**src/rtl/jbpc_pkg.sv**
```systemverilog
// ----------------------------------------------------------------------------
// jbpc_pkg
// Shared types and constants of the jitter buffer playout controller.
// ----------------------------------------------------------------------------
package jbpc_pkg;

  // Buffer size in packets; occupancy is carried in OCC_W bits
  localparam int unsigned BUFFER_DEPTH = 256;
  localparam int unsigned OCC_W        = 9;

  // Item kinds
  localparam logic [2:0] KIND_START  = 3'd0;
  localparam logic [2:0] KIND_STOP   = 3'd1;
  localparam logic [2:0] KIND_ARRIVE = 3'd2;
  localparam logic [2:0] KIND_TICK   = 3'd3;
  localparam logic [2:0] KIND_REPORT = 3'd4;

  // Configuration register indexes
  localparam logic [7:0] REG_MODE_SOUND = 8'd0;
  localparam logic [7:0] REG_PACKET_MS  = 8'd1;

  // Durations and limits
  localparam logic [9:0]  SOUND_DUR_MS   = 10'd20;
  localparam logic [9:0]  VIDEO_MIN_MS   = 10'd40;
  localparam logic [9:0]  PACKET_MS_INIT = 10'd40;
  localparam logic [8:0]  VIDEO_PERIODS  = 9'd150;
  localparam logic [8:0]  SOUND_PERIODS  = 9'd300;
  localparam logic [19:0] RENDER_SLACK_US = 20'd5000;
  localparam logic [15:0] OVERTIME_MAX   = 16'hFFFF;
  localparam logic [15:0] OVERTIME_ALARM = 16'd100;
  localparam logic [15:0] OVERTIME_HOLD  = 16'd10000;

  // Filter constants: estimate Q32.16, variance Q2.30
  localparam logic [47:0] EST_INIT  = 48'd20 << 16;
  localparam logic [31:0] VAR_INIT  = 32'd107374182;
  localparam logic [32:0] TWO_Q30   = 33'h0_8000_0000;
  localparam logic [30:0] ONE_Q30   = 31'h4000_0000;
  localparam logic [31:0] PEAK_INIT = 32'd40;

  // Divider step counts
  localparam logic [5:0] GAIN_STEPS = 6'd30;
  localparam logic [5:0] KEEP_STEPS = 6'd32;

  // One result item
  typedef struct packed {
    logic [OCC_W-1:0] occupancy;
    logic [31:0]      jitter_ms;
    logic             slow_alarm;
    logic             play_silence;
    logic             play_head;
    logic             flush_forwarded;
    logic [OCC_W-1:0] flushed_count;
    logic             arrival_dropped;
  } result_t;

endpackage

```
**src/rtl/jitter_buffer_playout_controller.sv**
```systemverilog
// ----------------------------------------------------------------------------
// jitter_buffer_playout_controller
// Occupancy tracker and playout decision logic for a packet jitter buffer,
// with a scalar Kalman filter on inter-arrival time.
// ----------------------------------------------------------------------------
//
//  channel  | signals                              | direction | role
//  ---------+--------------------------------------+-----------+------------------
//  s_*      | s_tvalid s_tready s_tdata s_tuser    | in        | event items
//  m_*      | m_tvalid m_tready m_tdata            | out       | one result a item
//  cfg_*    | cfg_valid cfg_ready cfg_index cfg_data | in      | register writes
//
//  Sequence: an arrival runs from accept to the next accept through the 30-step
//  restoring divide of the Kalman gain followed by four passes through the
//  shared 32x32 multiplier. A tick that flushes first runs the 32-step divide
//  of peak by duration; a plain tick runs only the multiply and compare steps.
//  s_tready is high only while the sequencer is idle.
//  Reset (rst, synchronous) restores the stopped state and register defaults.
//  The result register lets a new item in while an old result is unclaimed;
//  a finished result waits in the final step until m_tready frees the slot.
//
module jitter_buffer_playout_controller
  import jbpc_pkg::*;
(
  input  logic        clk,
  input  logic        rst,
  input  logic        s_tvalid,
  output logic        s_tready,
  input  logic [63:0] s_tdata,   // [31:0] now_ms, [63:32] render_us
  input  logic [2:0]  s_tuser,   // [2:0] kind
  output logic        m_tvalid,
  input  logic        m_tready,
  output logic [55:0] m_tdata,   // [0] arrival_dropped, [9:1] flushed_count,
                                 // [10] flush_forwarded, [11] play_head,
                                 // [12] play_silence, [13] slow_alarm,
                                 // [45:14] jitter_ms, [54:46] occupancy,
                                 // [55] zero
  input  logic        cfg_valid,
  output logic        cfg_ready,
  input  logic [7:0]  cfg_index,
  input  logic [15:0] cfg_data
);

  // Sequencer states
  localparam logic [3:0] S_IDLE   = 4'd0;
  localparam logic [3:0] S_DECODE = 4'd1;
  localparam logic [3:0] S_DIV    = 4'd2;
  localparam logic [3:0] S_KM1    = 4'd3;
  localparam logic [3:0] S_KM2    = 4'd4;
  localparam logic [3:0] S_KM3    = 4'd5;
  localparam logic [3:0] S_KM4    = 4'd6;
  localparam logic [3:0] S_KM5    = 4'd7;
  localparam logic [3:0] S_FLUSH  = 4'd8;
  localparam logic [3:0] S_TMUL   = 4'd9;
  localparam logic [3:0] S_TCMP   = 4'd10;
  localparam logic [3:0] S_DONE   = 4'd11;

  logic [3:0] state;
  logic [3:0] div_ret;

  // Configuration
  logic       mode_sound;
  logic [9:0] packet_ms;

  // Block state
  logic             running;
  logic [OCC_W-1:0] held;
  logic [31:0]      last_ms;
  logic [47:0]      est;
  logic [31:0]      var_q;
  logic [31:0]      peak;
  logic [8:0]       period_count;
  logic [15:0]      overtime;

  // Latched item
  logic [2:0]  kind;
  logic [31:0] now_ms;
  logic [31:0] render_us;
  logic [31:0] gap;
  logic [9:0]  dur;

  // Filter work registers
  logic [47:0] diff;
  logic        move_down;
  logic [32:0] p0;
  logic [29:0] gain;
  logic [30:0] acc;
  logic [47:0] corr;

  // Shared divider
  logic [33:0] rem;
  logic [33:0] divisor;
  logic [31:0] num;
  logic [31:0] quo;
  logic [5:0]  cnt;
  logic [34:0] div_t;
  logic [34:0] div_sub;
  logic        div_ge;

  // Shared multiplier
  logic [31:0] mul_a;
  logic [31:0] mul_b;
  logic [63:0] prod;

  // Result being built and result register
  result_t res;
  result_t out_q;
  logic    out_valid;

  // Decode-time helpers
  logic [9:0]  dur_cur;
  logic [47:0] meas;
  logic [19:0] render_lim;
  logic [15:0] overtime_next;
  logic [8:0]  period_lim;
  logic [30:0] gain_comp;
  logic [8:0]  keep;

  assign s_tready  = (state == S_IDLE) && !rst;
  assign cfg_ready = !rst;
  assign m_tvalid  = out_valid;
  assign m_tdata   = {1'b0, out_q};

  // Packet duration from the live registers
  always_comb begin
    if (mode_sound) begin
      dur_cur = SOUND_DUR_MS;
    end else if (packet_ms < VIDEO_MIN_MS) begin
      dur_cur = VIDEO_MIN_MS;
    end else begin
      dur_cur = packet_ms;
    end
  end

  assign meas       = {gap, 16'h0000};
  assign render_lim = ({10'd0, dur} * 20'd1000) + RENDER_SLACK_US;
  assign period_lim = mode_sound ? SOUND_PERIODS : VIDEO_PERIODS;
  assign gain_comp  = ONE_Q30 - {1'b0, gain};
  assign keep       = (quo > {23'd0, held}) ? held : quo[8:0];

  // Slow-render counter: count up on overtime, down otherwise
  always_comb begin
    if ({12'd0, render_us} > {24'd0, render_lim}) begin
      overtime_next = (overtime == OVERTIME_MAX) ? overtime : overtime + 16'd1;
    end else if (overtime != 16'd0) begin
      overtime_next = overtime - 16'd1;
    end else begin
      overtime_next = overtime;
    end
  end

  // One restoring divide step
  assign div_t   = {rem, num[31]};
  assign div_sub = div_t - {1'b0, divisor};
  assign div_ge  = (div_t >= {1'b0, divisor});

  // Multiplier operand selection
  always_comb begin
    mul_a = 32'd0;
    mul_b = 32'd0;
    case (state)
      S_KM1: begin
        mul_a = {2'b00, diff[29:0]};
        mul_b = {2'b00, quo[29:0]};
      end
      S_KM2: begin
        mul_a = {14'd0, diff[47:30]};
        mul_b = {2'b00, gain};
      end
      S_KM3: begin
        mul_a = {2'b00, p0[29:0]};
        mul_b = {1'b0, gain_comp};
      end
      S_KM4: begin
        mul_a = {29'd0, p0[32:30]};
        mul_b = {1'b0, gain_comp};
      end
      S_TMUL: begin
        mul_a = {23'd0, held};
        mul_b = {22'd0, dur};
      end
      default: begin
        mul_a = 32'd0;
        mul_b = 32'd0;
      end
    endcase
  end

  always_ff @(posedge clk) begin
    prod <= mul_a * mul_b;
  end

  // Configuration writes
  always_ff @(posedge clk) begin
    if (rst) begin
      mode_sound <= 1'b0;
      packet_ms  <= PACKET_MS_INIT;
    end else if (cfg_valid && cfg_ready) begin
      if (cfg_index == REG_MODE_SOUND) begin
        mode_sound <= cfg_data[0];
      end else if (cfg_index == REG_PACKET_MS) begin
        packet_ms <= cfg_data[9:0];
      end
    end
  end

  // Result register: fill from the final step, drain on m_tready
  always_ff @(posedge clk) begin
    if (rst) begin
      out_valid <= 1'b0;
    end else if (state == S_DONE && (!out_valid || m_tready)) begin
      out_valid <= 1'b1;
    end else if (m_tready) begin
      out_valid <= 1'b0;
    end
  end

  always_ff @(posedge clk) begin
    if (state == S_DONE && (!out_valid || m_tready)) begin
      out_q <= {held, peak, res.slow_alarm, res.play_silence, res.play_head,
                res.flush_forwarded, res.flushed_count, res.arrival_dropped};
    end
  end

  // Sequencer
  always_ff @(posedge clk) begin
    if (rst) begin
      state        <= S_IDLE;
      div_ret      <= S_IDLE;
      running      <= 1'b0;
      held         <= '0;
      last_ms      <= 32'd0;
      est          <= EST_INIT;
      var_q        <= VAR_INIT;
      peak         <= PEAK_INIT;
      period_count <= 9'd0;
      overtime     <= 16'd0;
      cnt          <= 6'd0;
    end else begin
      case (state)
        S_IDLE: begin
          // latch the item and the gap since the last arrival or start
          if (s_tvalid) begin
            kind      <= s_tuser;
            now_ms    <= s_tdata[31:0];
            render_us <= s_tdata[63:32];
            gap       <= s_tdata[31:0] - last_ms;
            dur       <= dur_cur;
            res       <= '0;
            state     <= S_DECODE;
          end
        end

        S_DECODE: begin
          case (kind)
            KIND_START: begin
              if (!running) begin
                last_ms      <= now_ms;
                est          <= EST_INIT;
                var_q        <= VAR_INIT;
                peak         <= {22'd0, dur};
                period_count <= 9'd0;
                overtime     <= 16'd0;
                running      <= 1'b1;
              end
              state <= S_DONE;
            end
            KIND_STOP: begin
              running <= 1'b0;
              state   <= S_DONE;
            end
            KIND_ARRIVE: begin
              if (running) begin
                last_ms <= now_ms;
                // drop on a full buffer, but still let the timing count
                if ({23'd0, held} >= 32'(BUFFER_DEPTH)) begin
                  res.arrival_dropped <= 1'b1;
                end else begin
                  held <= held + 1'b1;
                end
                move_down <= (meas < est);
                diff      <= (meas < est) ? est - meas : meas - est;
                p0        <= {1'b0, var_q} + TWO_Q30;
                // gain = p0 * 2^30 / (p0 + 2.0): seed the remainder with p0
                rem       <= {2'b00, var_q} + {1'b0, TWO_Q30};
                divisor   <= {2'b00, var_q} + {1'b0, TWO_Q30} + {1'b0, TWO_Q30};
                num       <= 32'd0;
                quo       <= 32'd0;
                cnt       <= GAIN_STEPS;
                div_ret   <= S_KM1;
                state     <= S_DIV;
              end else begin
                state <= S_DONE;
              end
            end
            KIND_TICK: begin
              if (running) begin
                if (period_count >= period_lim) begin
                  // keep = peak / dur
                  rem     <= 34'd0;
                  divisor <= {24'd0, dur};
                  num     <= peak;
                  quo     <= 32'd0;
                  cnt     <= KEEP_STEPS;
                  div_ret <= S_FLUSH;
                  state   <= S_DIV;
                end else begin
                  state <= S_TMUL;
                end
              end else begin
                state <= S_DONE;
              end
            end
            KIND_REPORT: begin
              if (running) begin
                if (overtime_next == OVERTIME_ALARM) begin
                  overtime       <= OVERTIME_HOLD;
                  res.slow_alarm <= 1'b1;
                end else begin
                  overtime <= overtime_next;
                end
              end
              state <= S_DONE;
            end
            default: begin
              state <= S_DONE;
            end
          endcase
        end

        S_DIV: begin
          rem <= div_ge ? div_sub[33:0] : div_t[33:0];
          quo <= {quo[30:0], div_ge};
          num <= {num[30:0], 1'b0};
          cnt <= cnt - 6'd1;
          if (cnt == 6'd1) begin
            state <= div_ret;
          end
        end

        S_KM1: begin
          gain  <= quo[29:0];
          state <= S_KM2;
        end

        S_KM2: begin
          // low half of the correction
          acc   <= {1'b0, prod[59:30]};
          state <= S_KM3;
        end

        S_KM3: begin
          corr  <= 48'(prod[47:0] + {17'd0, acc});
          state <= S_KM4;
        end

        S_KM4: begin
          // move the estimate toward the measurement; truncate toward zero
          est   <= move_down ? est - corr : est + corr;
          acc   <= prod[60:30];
          state <= S_KM5;
        end

        S_KM5: begin
          var_q <= 32'(prod[33:0] + {3'd0, acc});
          if (peak < est[47:16]) begin
            peak <= est[47:16];
          end
          state <= S_DONE;
        end

        S_FLUSH: begin
          // trim the head down to what the peak interval covers
          held                <= keep;
          res.flushed_count   <= held - keep;
          res.flush_forwarded <= !mode_sound && (held != keep);
          period_count        <= 9'd0;
          peak                <= {22'd0, dur};
          state               <= S_TMUL;
        end

        S_TMUL: begin
          period_count <= period_count + 9'd1;
          state        <= S_TCMP;
        end

        S_TCMP: begin
          // release the head once the buffered time exceeds the peak
          if (held != '0 && peak < {13'd0, prod[18:0]}) begin
            held          <= held - 1'b1;
            res.play_head <= 1'b1;
          end else if (mode_sound) begin
            res.play_silence <= 1'b1;
          end
          state <= S_DONE;
        end

        S_DONE: begin
          if (!out_valid || m_tready) begin
            state <= S_IDLE;
          end
        end

        default: begin
          state <= S_IDLE;
        end
      endcase
    end
  end

endmodule
```
**config.mk**
```make
export PLATFORM = sky130hd
export DESIGN_NAME = jitter_buffer_playout_controller
export DESIGN_NICKNAME = d
export VERILOG_FILES = /design/src/rtl/jbpc_pkg.sv /design/src/rtl/jitter_buffer_playout_controller.sv
export SDC_FILE = /design/constraint.sdc
export NUM_CORES = 2
export LEC_CHECK = 0
export BUFFER_PORTS_ARGS = -buffer_cell sky130_fd_sc_hd__buf_2
export CAP_MARGIN = 20
export CORE_MARGIN = 4
export CORE_UTILIZATION = 43
export DETAILED_ROUTE_END_ITERATION = 10
export RECOVER_POWER = 100
export REMOVE_ABC_BUFFERS = 1
export SYNTH_ARGS = -nofsm -noshare
export SYNTH_HDL_FRONTEND = slang
export SYNTH_SLANG_ARGS = --single-unit
```
**constraint.sdc**
```tcl
create_clock -name clk -period 26.6 [get_ports clk]
set_input_delay 5.32 -clock clk [delete_from_list [all_inputs] [get_ports clk]]
set_output_delay 5.32 -clock clk [all_outputs]
set_load 0.01 [all_outputs]
```
==> impl_metrics.ini <==
[outcome]
status = complete, but fails checks
violations = max-capacitance violations, max-slew violations

[timing]
maxSlewViolCount = 969
setup_viol = 0
fin_worst_skew_ns = 0.0350
final.setup.tns_ns = 0
max_clock_freq_ghz = 0.0659
final_hold_viol_count = 0
rsz0062_at_grt = false
max_slew.worst_pin.slew_ns = 4.03
max_slew_margin_pct = -169
fin_crit_sh_pct = 57.1
min_period_ns = 15.18

[synthesis]
mappedNetlistArea_um2 = 75000
synth_seq_cells = 764
synth_warnings = 0
yosysUniqueCellTypes = 95
syn_avg_cell_area_um2 = 9.24
ys_seq_area_share_pct = 27.1
synth_edf_count = 500
syn_inst = 8116
synth-main-ff-cell = edfxtp_1
asyncSetResetFlopFracSynth_pct = 0

[clocking]
cts_max_level = 3
cts.sinks = 764
post_cts_resize_count = 0
cts_root_buf = clkbuf_16
clk_pin_slew_worst_paths_ns = 0.07
hold_buffers = 0
clk_latency_ns = 0.72
cts_buffer_depth = 3
cts_tree = yes
cts_buffers = 88
post-cts-setup-buffers = 0

[place]
portBuffers = 147
gp_congestion = 0.982
dpl_cell_area_um2 = 78300
dp_hpwl_um = 189000

[power]
cellLeakagePower_nw = 35.4
netSwitchingFraction_pct = 40.7
p_per_area_nw_per_um2 = 60.8
power_mw = 4.93
pwr-share-comb_pct = 43.9
vdd_ir_drop_max_v = 0.000140
pwr-share-clk_pct = 25.7
p_seq_share_pct = 30.4
power.internal_mw = 2.93
power_switching_mw = 2.01

[cells_and_area]
regArea_um2 = 20300
fillers = 16400
syn_to_final_growth_pct = 8.26
fin_nets = 9653
final_util_pct = 47.0
final_cell_area_um2 = 81200
multiInputGateArea_um2 = 48900
layout-drive-gt1-share_pct = 4.97

[worst_setup_path]
cpPeakStageDelay_ns = 1.97
timing.rr.start = state[1]
reg2reg_slack_ns = 11.42
crit_slowest_cell = clkbuf_1
r2r-end = prod[60]
cp-end-kind = flip-flop
cp-start-kind = flip-flop
crit_path_frequent_cell = fa_1
reg2reg_depth = 35
crit_arrival_ns = 15.80
crit_required_ns = 27.23
crit_family = buffers and inverters
critPathBufInv = 11
cp_max_fo = 50
worstSetupPathType = reg -> reg

[global_routing]
antenna_found_initial = 15
grt_max_degree = 69
grt_usage_pct = 26.9
first_global_vias = 59600
grt_pass1_wl_um = 371000
overflow = 0

[detailed_routing]
drcViolationCount = 0
drtIter0Drc = 5394
routed_wl_um = 244000
firstDrtPassIters = 6
antenna_left = 0
viasPerCell = 5.66
vias = 59500
wl_per_cell_um = 23.2

[floorplan]
start_util_pct = 43.5
die_area_um2 = 181000
die_h_um = 426
die_w_um = 426
io_pins = 155
fp.coreArea_um2 = 172000
row_count = 152

[hold_path]
worstHoldStart = prod[55]
min_to = acc[25]
hp-class = reg -> reg
whs_path_depth = 0

[flow_run]
maxCapViolations = 25
[sequential cells by signal, summed over array words and instances (netlist names), 33 cells and up]
| register | cells |
|---|---|
| prod | 61 |
| m_tdata | 55 |
| p0 | 33 |
| diff | 48 |
| est | 48 |
| divisor | 33 |
| rem | 34 |
| corr | 48 |
[worst reg2reg max path, delay by kind of cell, from the launching register on]
kind / cells / cell delay (ns)
compound gates: 5 / 1.88
flops: 1 / 0.70
buf+inv: 11 / 5.43
simple gates: 9 / 2.23
fa+ha+maj: 9 / 4.66
xor+xnor: 1 / 0.19
[how the worst max path moves through the flow]
stage / end / slack (ns) / start / depth (start not counted)
6_report: prod[60] / 11.42 / state[1] / 35
5_1_grt: prod[54] / 10.75 / state[1] / 34
4_1_cts: prod[58] / 14.82 / gain[0] / 35
3_5_place_dp: prod[58] / 14.87 / gain[0] / 35
3_3_place_gp: prod[54] / 14.87 / gain[0] / 36
2_1_floorplan: prod[50] / 15.38 / state[2] / 29
[through the flow]
stage,setup WS [ns],std cells,hold slack [ns]
floorplan,15.38,7745,0.386
global route,10.75,10500,0.411
detailed placement,14.87,10300,0.390
global placement,14.87,10300,0.390
CTS,14.82,10500,0.405
finish,11.42,10500,0.407
[placed cells by master, fill, tap and decap left out, types with 117 or more instances in the layout]
master,Yosys,routed
inv_1,1218,1218
nand2_1,1016,1013
fa_1,845,845
nor2_1,690,677
ha_1,598,598
edfxtp_1,500,500
a21oi_1,427,427
dfxtp_1,264,264
o21ai_0,259,253
xnor2_1,227,227
a21o_1,168,168
clkbuf_1,318,146
nand3_1,138,135
nor3_1,122,121
xor2_1,117,117
[cells by family (layout without fill, tap and decap cells)]
kind of cell / Yosys count / in the layout / synth area share [%]
compound gates: 1376 / 1376 / 11.8
xor+xnor: 346 / 346 / 4.07
fa+ha+maj: 1443 / 1443 / 32.5
buf+inv: 1589 / 1662 / 8.02
flops: 764 / 764 / 27.1
mux: 107 / 107 / 1.45
other cells: 1 / 12 / 0.00500
simple gates: 2490 / 2490 / 15.0
[routing by layer]
metal | vias up | global-route usage, % | part of all wire [%]
met1 | 29600 | 37.0 | 42
met4 | 4 | 10.1 | 4.4
li1 | 26900 | - | -
met5 | - | 0.161 | 0.013
met3 | 486 | 5.17 | 8.9
met2 | 2514 | 42.2 | 45
[layout make-up]
| type | instances | share of cell area [%] |
|---|---|---|
| Antenna cell | 11 | 0.0339 |
| Clock buffer | 112 | 2.99 |
| Clock inverter | 53 | 0.705 |
| Inverter | 1218 | 5.63 |
| Multi-Input combinational cell | 5763 | 60.2 |
| Sequential cell | 764 | 25.0 |
| Tap cell | 2310 | 3.56 |
| Timing Repair Buffer | 279 | 1.86 |
[synthesized netlist by cell type, types with 12 or more instances]
library cell / n / area, µm²
and3_1: 100 / 626
a21boi_0: 13 / 97.6
o21ai_0: 259 / 1300
nand2_1: 1016 / 3810
nor2_1: 690 / 2590
o211ai_1: 25 / 188
buf_2: 20 / 100
dfxtp_1: 264 / 5290
nor4_1: 36 / 225
a211oi_1: 44 / 330
a311oi_1: 19 / 166
or2_2: 22 / 138
and4_1: 27 / 236
nand4_1: 69 / 432
nand3b_1: 12 / 90.1
nand2b_1: 44 / 275
a221oi_1: 20 / 175
o21bai_1: 48 / 360
a31o_2: 12 / 105
mux2i_1: 92 / 921
or3_1: 33 / 206
a21o_1: 168 / 1260
nand3_1: 138 / 691
ha_1: 598 / 7480
edfxtp_1: 500 / 15000
buf_1: 28 / 105
o21a_1: 40 / 300
a31oi_1: 44 / 275
nor3_1: 122 / 611
o31ai_1: 24 / 180
nor2b_1: 57 / 357
nor3b_1: 13 / 97.6
fa_1: 845 / 16900
or4_1: 15 / 113
o31a_1: 14 / 123
and2_1: 55 / 344
inv_1: 1218 / 4570
mux2_2: 15 / 169
a22oi_1: 57 / 428
a22o_1: 47 / 412
xnor2_1: 227 / 1990
clkbuf_1: 318 / 1190
xor2_1: 117 / 1020
a21oi_1: 427 / 2140
[power by group through the flow]
stage	logic, mW	clock network, mW	registers, mW
final	2.17	1.27	1.50
after global routing	2.40	1.34	1.51
after floorplan	1.49	0	1.48
after CTS	2.16	1.29	1.49
after detailed placement	2.14	0	1.52
after global placement	2.08	0	1.52
No activity file was read; power rests on OpenSTA's default activity.
